[config.mk]
export PLATFORM = sky130hd
export DESIGN_NAME = pht_ram
export DESIGN_NICKNAME = d
export VERILOG_FILES = /design/src/rtl/core/pht_ram.sv
export SDC_FILE = /design/constraint.sdc
export NUM_CORES = 1
export LEC_CHECK = 0
export BUFFER_PORTS_ARGS = -buffer_cell sky130_fd_sc_hd__buf_4
export CAP_MARGIN = 20
export CELL_PAD_IN_SITES_DETAIL_PLACEMENT = 0
export CELL_PAD_IN_SITES_GLOBAL_PLACEMENT = 1
export CORE_MARGIN = 4
export CORE_UTILIZATION = 48
export DETAILED_ROUTE_END_ITERATION = 16
export PLACE_DENSITY = 0.7
export SYNTH_ARGS = -nofsm -noshare
export SYNTH_HDL_FRONTEND = slang
export SYNTH_SLANG_ARGS = --single-unit
[constraint.sdc]
create_clock -name clk -period 1.8 [get_ports clk]
set_clock_uncertainty 0.15 [all_clocks]
set_input_delay 0.27 -clock clk [delete_from_list [all_inputs] [get_ports clk]]
set_output_delay 0.27 -clock clk [all_outputs]
set_load 0.02 [all_outputs]
[src/rtl/core/pht_ram.sv]
module pht_ram #(
	parameter int unsigned WIDTH = 8,
	parameter int unsigned DEPTH = 16,
	localparam int unsigned AW = (DEPTH > 1) ? $clog2(DEPTH) : 1
) (
	input  logic             clk,
	input  logic             wr_en,
	input  logic [AW-1:0]    wr_addr,
	input  logic [WIDTH-1:0] wr_data,
	input  logic [AW-1:0]    rd_addr,
	output logic [WIDTH-1:0] rd_data
);

	logic [WIDTH-1:0] mem_q [DEPTH];
	logic [WIDTH-1:0] rd_data_q;

	always_ff @(posedge clk) begin
		if (wr_en) begin
			mem_q[wr_addr] <= wr_data;
		end
		rd_data_q <= mem_q[rd_addr];
	end

	assign rd_data = rd_data_q;

endmodule

==> results of run 1 <==
[what timing repair did]
action                                  CTS  global route
endpoints found under the hold margin   128             0
buffers inserted                          0             0
hold buffers                              8             0
endpoints found under the setup margin    0             0
[metal layers]
layer | vias to the layer above | part of all wire [%] | GRT usage, %
met1 | 1237 | 44 | 23.4
li1 | 1098 | - | -
met2 | 74 | 49 | 26.0
met3 | 8 | 5.8 | 4.51
met4 | 0 | 1.1 | 7.06
met5 | - | 0 | 0
[cells by family (layout without fill, tap and decap cells)]
| family | Yosys count | count (layout) | share of synthesized area, % |
|---|---|---|---|
| multiplexers | 32 | 32 | 15.0 |
| AO/OA/AOI/OAI | 16 | 16 | 2.33 |
| flip-flops | 136 | 136 | 77.8 |
| AND/OR/NAND/NOR | 35 | 35 | 3.18 |
| buffers and inverters | 10 | 84 | 1.68 |
[worst reg2reg max path: stages, from the launching register on]
cell,delay [ps]
edfxtp_1,360
mux4_1,500
a22oi_1,280
nand2_1,80
[stage by stage]
stage	hold slack [ps]	cell area [um^2]	TNS (ps)
floorplan	219	5150	0
global placement	426	5620	0
detailed placement	437	5620	-0.436
CTS	104	6250	0
global route	112	6250	0
finish	125	6250	0
[where the power goes]
group	leakage [nW]	internal (mW)	switching [mW]
combinational	0.649	0.182	0.202
sequential	1.22	3.54	0.0218
clock	0.270	2.13	1.14
[registers in the layout, indices dropped and copies added (netlist names)]
signal and flops:
mem_q 128, rd_data 8
[placed cells by master (no fill, tap or decap)]
cell type,netlist,final
nand3_1,1,1
clkbuf_16,0,16
clkbuf_8,0,2
buf_4,1,43
dlygate4sd3_1,0,8
clkinv_2,0,2
nor3_1,4,3
a22oi_1,16,16
and2_1,1,1
nand2_1,9,9
mux4_2,18,18
buf_12,0,3
bufinv_16,0,3
dfxtp_1,8,8
edfxtp_1,128,128
nand2b_1,2,2
clkbuf_1,0,7
nor2b_1,1,1
nand3b_1,2,2
and2b_1,1,1
nor3_2,0,1
or3b_2,1,1
nor2_1,13,13
mux4_1,14,14
[worst max path at each step]
stage	cells after the start	slack [ps]	endpoint	start
floorplan	2	110	mem_q[3][0]	wr_addr[2]
global placement	5	10	rd_data[0]	rd_addr[0]
detailed placement	5	-0.4	rd_data[0]	rd_addr[0]
CTS	3	270	rd_data[0]	mem_q[1][0]
global route	3	210	rd_data[0]	mem_q[1][0]
finish	3	310	rd_data[0]	mem_q[1][0]
[cell type report]
| type | instances | area (um^2) | share of cell area (%) |
|---|---|---|---|
| clock inverters | 5 | 100 | 1.60 |
| repair buffers | 54 | 463 | 7.40 |
| well taps | 136 | 170 | 2.72 |
| multi-input cells | 83 | 1060 | 17.0 |
| flip-flops and latches | 136 | 4000 | 64.0 |
| clock buffers | 25 | 454 | 7.26 |
==> results by group, run 1 <==
Outcome
  • Result of the run: completed

Global route
  • Vias in the first global route: 2581
  • Total global-route track usage: 17.0%
  • Remaining Overflow, GRT: 0
  • Global-route wire length before repair: around 15000 um
  • Number of antenna violations at the first check in global routing: 0
  • Largest net degree at the start of global routing: 17

Synth
  • Library cell with the largest summed area after synthesis: edfxtp_1
  • Synthesized flop and latch total: between 100 and 150
  • Number of library cell types mapped by synthesis: 19
  • Per-instance average area after synthesis: 22.5 um^2
  • Most numerous cell in the Yosys netlist: edfxtp_1
  • Cell area after synthesis: 5150 um^2
  • Count of flip-flops with a built-in enable after synthesis: 128
  • Synth warn: 0
  • Most common flop cell mapped by yosys: edfxtp_1
  • Mapped Cells: ~230
  • Post-synth net total: 247
  • Leading post-synthesis cells by instance count: 128 x edfxtp_1, 18 x mux4_2, 16 x a22oi_1
  • Share of async-settable or async-resettable flops after synthesis: 0%
  • Yosys top cell area share: between 70 and 80%
  • Cell types occupying the most area after synthesis: edfxtp_1 75%, mux4_2 7.9%, mux4_1 7.1%
  • Share of the yosys chip area belonging to registers: 77.8%

Clock network
  • Clock tree from TritonCTS: done
  • Number of resized instances in the post-cts repair step: 0
  • Number of sinks driven by the clock tree: 136
  • Insertion delay of the later-clocked pin in the worst-skew pair: 510 ps
  • CTS buffer count: 17
  • Level count of the clock H-tree: 4
  • Maximum buffer depth of the clock tree: 2
  • Worst-path clk slew: roughly 60 ps
  • Library cell used as clock root buffer: clkbuf_8

Placed design
  • DP Worst Slack: -0.436 ps
  • Weighted congestion at the end of routability-driven global placement: 0.720
  • Placed cell count: ~400
  • # port buffers: 25
  • Hpwl dp: 6080 um

Floorplanning
  • Initial cell density of the core: 49.6%
  • Core Area: just over 10000 um^2
  • Die footprint: 12400 um^2
  • Horiz. Die Dim: between 100 and 150 um
  • I/O pin cnt: 26
  • Height of the chip: 112 um
  • Num rows: 37

Drt
  • TritonRoute pass-1 iters: 4
  • Number of vias after detailed routing: around 2400
  • Final ANT Viol Nets: 0
  • DRC violation count after routing: 0
  • Average via count per standard cell: 5.51
  • Total wire length after detailed routing: 9460 um
  • Initial DRC Count: between 150 and 200
  • Routed wire per std cell: 21.6 um

Worst setup path
  • CP Data Required Time: 2040 ps
  • Arrival time at the worst endpoint: approximately 1700 ps
  • Number of buffers and inverters on the critical path: 0
  • Kind of start point of the critical path: flip-flop
  • Worst setup path category: reg -> reg
  • Startpoint of the worst register-to-register path: mem_q[1][0]
  • Setup crit end kind: flip-flop
  • Number of cell instances on the worst register-to-register path: 3
  • Register-to-register setup slack: just over 300 ps
  • Critical-path top delay cell: mux4_1
  • Family with the most delay on the worst path: multiplexers
  • Cells along the critical path: mux4_1 > a22oi_1 > nand2_1
  • Critical-path maximum fanout: 1
  • Largest stage delay on the critical path: 500 ps
  • Endpoint of the lowest-slack register-to-register path: rd_data[0]

Hold path
  • Worst min path class: in -> reg
  • Worst Hold Path Cells: 4
  • End of the worst hold path: rd_data[6]
  • Startpoint of the worst hold path: rd_addr[1]

Power
  • P per Cell Area: 1150 nW/um^2
  • Standby leakage power: approximately 2.1 nW
  • Highest ir drop seen on vdd: 0.000612 V
  • Post-route total power: just over 7 mW

STA
  • Number of hold violations in the final report: 0
  • Top achievable clock speed: 671 MHz
  • Transition time of the tightest slew-check pin: between 700 and 800 ps
  • Post-layout minimum cycle time: around 1500 ps
  • Worst slew margin: 51.7%
  • Smallest setup slack after layout: 309 ps
  • Finish-stage setup viols: 0
  • Final Slew Violations: 0
  • Unrepaired setup endpoints after global routing: false
  • Final clock period utilization by the worst path: 82.8%

Cells and area
  • Layout cell share with drive strength beyond 1: between 20% and 30%
  • Layout Area Growth over Synthesis: 21.5%
  • # diodes: 0
  • Fillers: 747
  • Post-layout utilization of the core: about three fifths
  • Final non-filler cell total: approximately 440
  • Net total in the final layout: just over 300

Flow run
  • Maximum capacitance violations: 0
(Power assumes the default switching activity.)
==> run 2: changes to the inputs <==
- clock period: 1.8 -> 1.25 ns (I/O delays scaled with it)
==> run 2 against run 1 <==
  * The flow now finishes with violations (negative setup slack)
  * Non-clock buffer count increased by 13
  * Die area unchanged
  * Cell count grew 3.4%
  * Clock-buffer cell count is 7 lower
  * Critical endpoint is now rd_data[3]
==> results by group, run 2 (synthesis gave the netlist of run 1 again) <==
Outcome
  • Result of the run: finished with violations
  • Failing checks: negative setup slack

STA
  • Final Slew Violations: 0 (unchanged)
  • Post-layout minimum cycle time: 1420 ps (-66.5 ps)
  • Unrepaired setup endpoints after global routing: true
  • Final clock period utilization by the worst path: 114% (+31 points)
  • Number of hold violations in the final report: 0 (unchanged)
  • Worst hold slack after final layout: 58.9 ps (-66.0 ps)
  • Transition time of the tightest slew-check pin: 1020 ps (+299 ps)
  • Worst slew margin: 31.7% (-20 points)
  • Smallest setup slack after layout: -174 ps (-484 ps)
  • Finish-stage setup viols: 16 (+16)
  • Top achievable clock speed: 702 MHz (+4.7%)

Floorplanning
  • Height of the chip: 112 um (unchanged)
  • I/O pin cnt: 26 (unchanged)
  • Initial cell density of the core: 49.6% (unchanged)
  • Horiz. Die Dim: 112 um (unchanged)
  • Die footprint: 12400 um^2 (unchanged)
  • Num rows: 37 (unchanged)
  • Core Area: 10400 um^2 (unchanged)

Cells and area
  • Area occupied by multi-input gates: 1140 um^2 (+7.7%)
  • Most common cell after layout, fill and taps aside: edfxtp_1
  • Net total in the final layout: 323 (+4.2%)
  • Area of all sequential standard cells: 4010 um^2 (+0.25%)
  • Fillers: 700 (-6.3%)
  • # diodes: 0 (unchanged)
  • Layout Area Growth over Synthesis: 30.1%
  • Register containing the most flip-flops in the final layout: mem_q
  • Commonest cells after routing, fill and taps aside: 128 x edfxtp_1, 33 x buf_4, 32 x mux4_2
  • Number of flip-flops in the largest register: 128 (unchanged)
  • Layout cell share with drive strength beyond 1: 49.4% (+20 points)
  • Summed area of non-filler cells in the final layout: 6700 um^2 (+7.1%)

Clock network
  • Insertion delay of the later-clocked pin in the worst-skew pair: 510 ps (about the same)
  • Library cell used as clock root buffer: clkbuf_8
  • Level count of the clock H-tree: 4 (unchanged)
  • Maximum buffer depth of the clock tree: 2 (unchanged)
  • Worst-path clk slew: 60 ps (about the same)
  • Clock tree from TritonCTS: done
  • CTS buffer count: 17 (unchanged)
  • Number of sinks driven by the clock tree: 136 (unchanged)

Global route
  • Number of antenna violations at the first check in global routing: 0 (unchanged)
  • Remaining Overflow, GRT: 0 (unchanged)
  • Vias in the first global route: 2709 (+5.0%)
  • Total global-route track usage: 17.6% (+0.58 points)
  • Largest net degree at the start of global routing: 17 (unchanged)
  • Global-route wire length before repair: 15600 um (+2.3%)

Drt
  • Number of vias after detailed routing: 2514 (+4.0%)
  • Total wire length after detailed routing: 9990 um (+5.5%)
  • Average via count per standard cell: 5.54 (+0.58%)
  • TritonRoute pass-1 iters: 4 (unchanged)
  • Final ANT Viol Nets: 0 (unchanged)
  • Initial DRC Count: 195 (+9.6%)
  • DRC violation count after routing: 0 (unchanged)
  • Routed wire per std cell: 22.0 um (+2.1%)

Worst setup path
  • Critical-path maximum fanout: 1 (unchanged)
  • Family with the most delay on the worst path: multiplexers
  • Worst setup path category: reg -> reg
  • Critical-path top delay cell: mux4_2
  • Cells along the critical path: mux4_2 > a22oi_2 > nand2_1
  • Number of buffers and inverters on the critical path: 0 (unchanged)
  • Kind of start point of the critical path: flip-flop
  • CP Data Required Time: 1490 ps (-550 ps)
  • Arrival time at the worst endpoint: 1670 ps (-60 ps)
  • Setup crit end kind: flip-flop
  • Largest stage delay on the critical path: 510 ps (about the same)

Placed design
  • Instance area at placement: 5930 um^2 (+5.6%)
  • Weighted congestion at the end of routability-driven global placement: 0.727 (+0.94%)
  • Hpwl dp: 6500 um (+6.8%)
  • # port buffers: 25 (unchanged)

Power
  • Fraction of power spent switching nets: 20.5% (+1.5 points)
  • Internal power: 8.50 mW (+45%)
  • Sequential share of power: 48.1% (-1.3 points)
  • Portion of total power attributed to combinational logic: 6.5% (+1.2 points)
  • Clock network power share: 45.4% (about the same)
  • Power dissipated by switching net loads: 2.19 mW (+60%)
  • Post-route total power: 10.7 mW (+48%)
  • Standby leakage power: 2.23 nW (+4.2%)
  • Highest ir drop seen on vdd: 0.000923 V (+51%)
  • P per Cell Area: 1600 nW/um^2 (+38%)

Hold path
  • Worst min path class: in -> reg

Flow run
  • Maximum capacitance violations: 0 (unchanged)
[run 2: cell count changes in the layout (fill, tap and decap cells not counted), sizes merged]
| cell | delta |
|---|---|
| buf | +13 |
| clkbuf | -7 |
| clkinv | +4 |
| clkinvlp | +2 |
| inv | +3 |
[run 2: tightest hold or removal path: stages]
cell     delay (ps)
buf_4           170
mux4_2          210
a22oi_1          60
nand2_1          60
[run 2: final timing paths]
kind,depth (start not counted),slack (ps),startpoint,end
setup / recovery,3,-170,mem_q[15][3],rd_data[3]
hold / removal,4,60,rd_addr[1],rd_data[6]
setup reg to reg,3,-170,mem_q[15][3],rd_data[3]
hold reg to reg,3,530,mem_q[14][5],rd_data[5]
[run 2: layout make-up]
class                           instances  area share (%)
Clock buffer                           18            6.24
Tap cell                              136            2.54
Clock inverter                         14            2.58
Multi-Input combinational cell         83            17.1
Timing Repair Buffer                   67            11.6
Sequential cell                       136            59.9
[run 2: repair_timing]
item	in CTS	in global routing
setup endpoints to repair	16	16
gates cloned	0	0
resized for setup	25	3
hold buffers	8	0
pin swaps	2	2
endpoints found under the hold margin	128	0
setup buffers	0	0
[run 2: power groups by stage]
stage	logic (mW)	clock network, mW	registers (mW)
2_1_floorplan	0.297	0	5.25
3_3_place_gp	0.628	0	5.22
3_5_place_dp	0.639	0	5.23
4_1_cts	0.701	4.92	5.15
5_1_grt	0.742	5.16	5.16
6_report	0.692	4.85	5.15
[run 2: per-stage QoR]
| stage | utilization [%] | instances | worst slack [ps] | TNS (ps) |
|---|---|---|---|---|
| after CTS | 64.5 | 454 | -163 | -1750 |
| final | 64.6 | 454 | -174 | -1460 |
| after global placement | 57.2 | 414 | -440 | -30750 |
| after floorplan | - | 229 | -191 | -8630 |
| after detailed placement | 57.2 | 414 | -437 | -32030 |
| after global routing | 64.6 | 454 | -196 | -2130 |
[run 2: metal layers]
layer	up-vias	wire length (um)	track usage, %
met4	0	178	7.06
met2	83	5100	28.3
met1	1303	4290	23.5
met5	-	0	0
li1	1115	-	-
met3	13	416	3.97
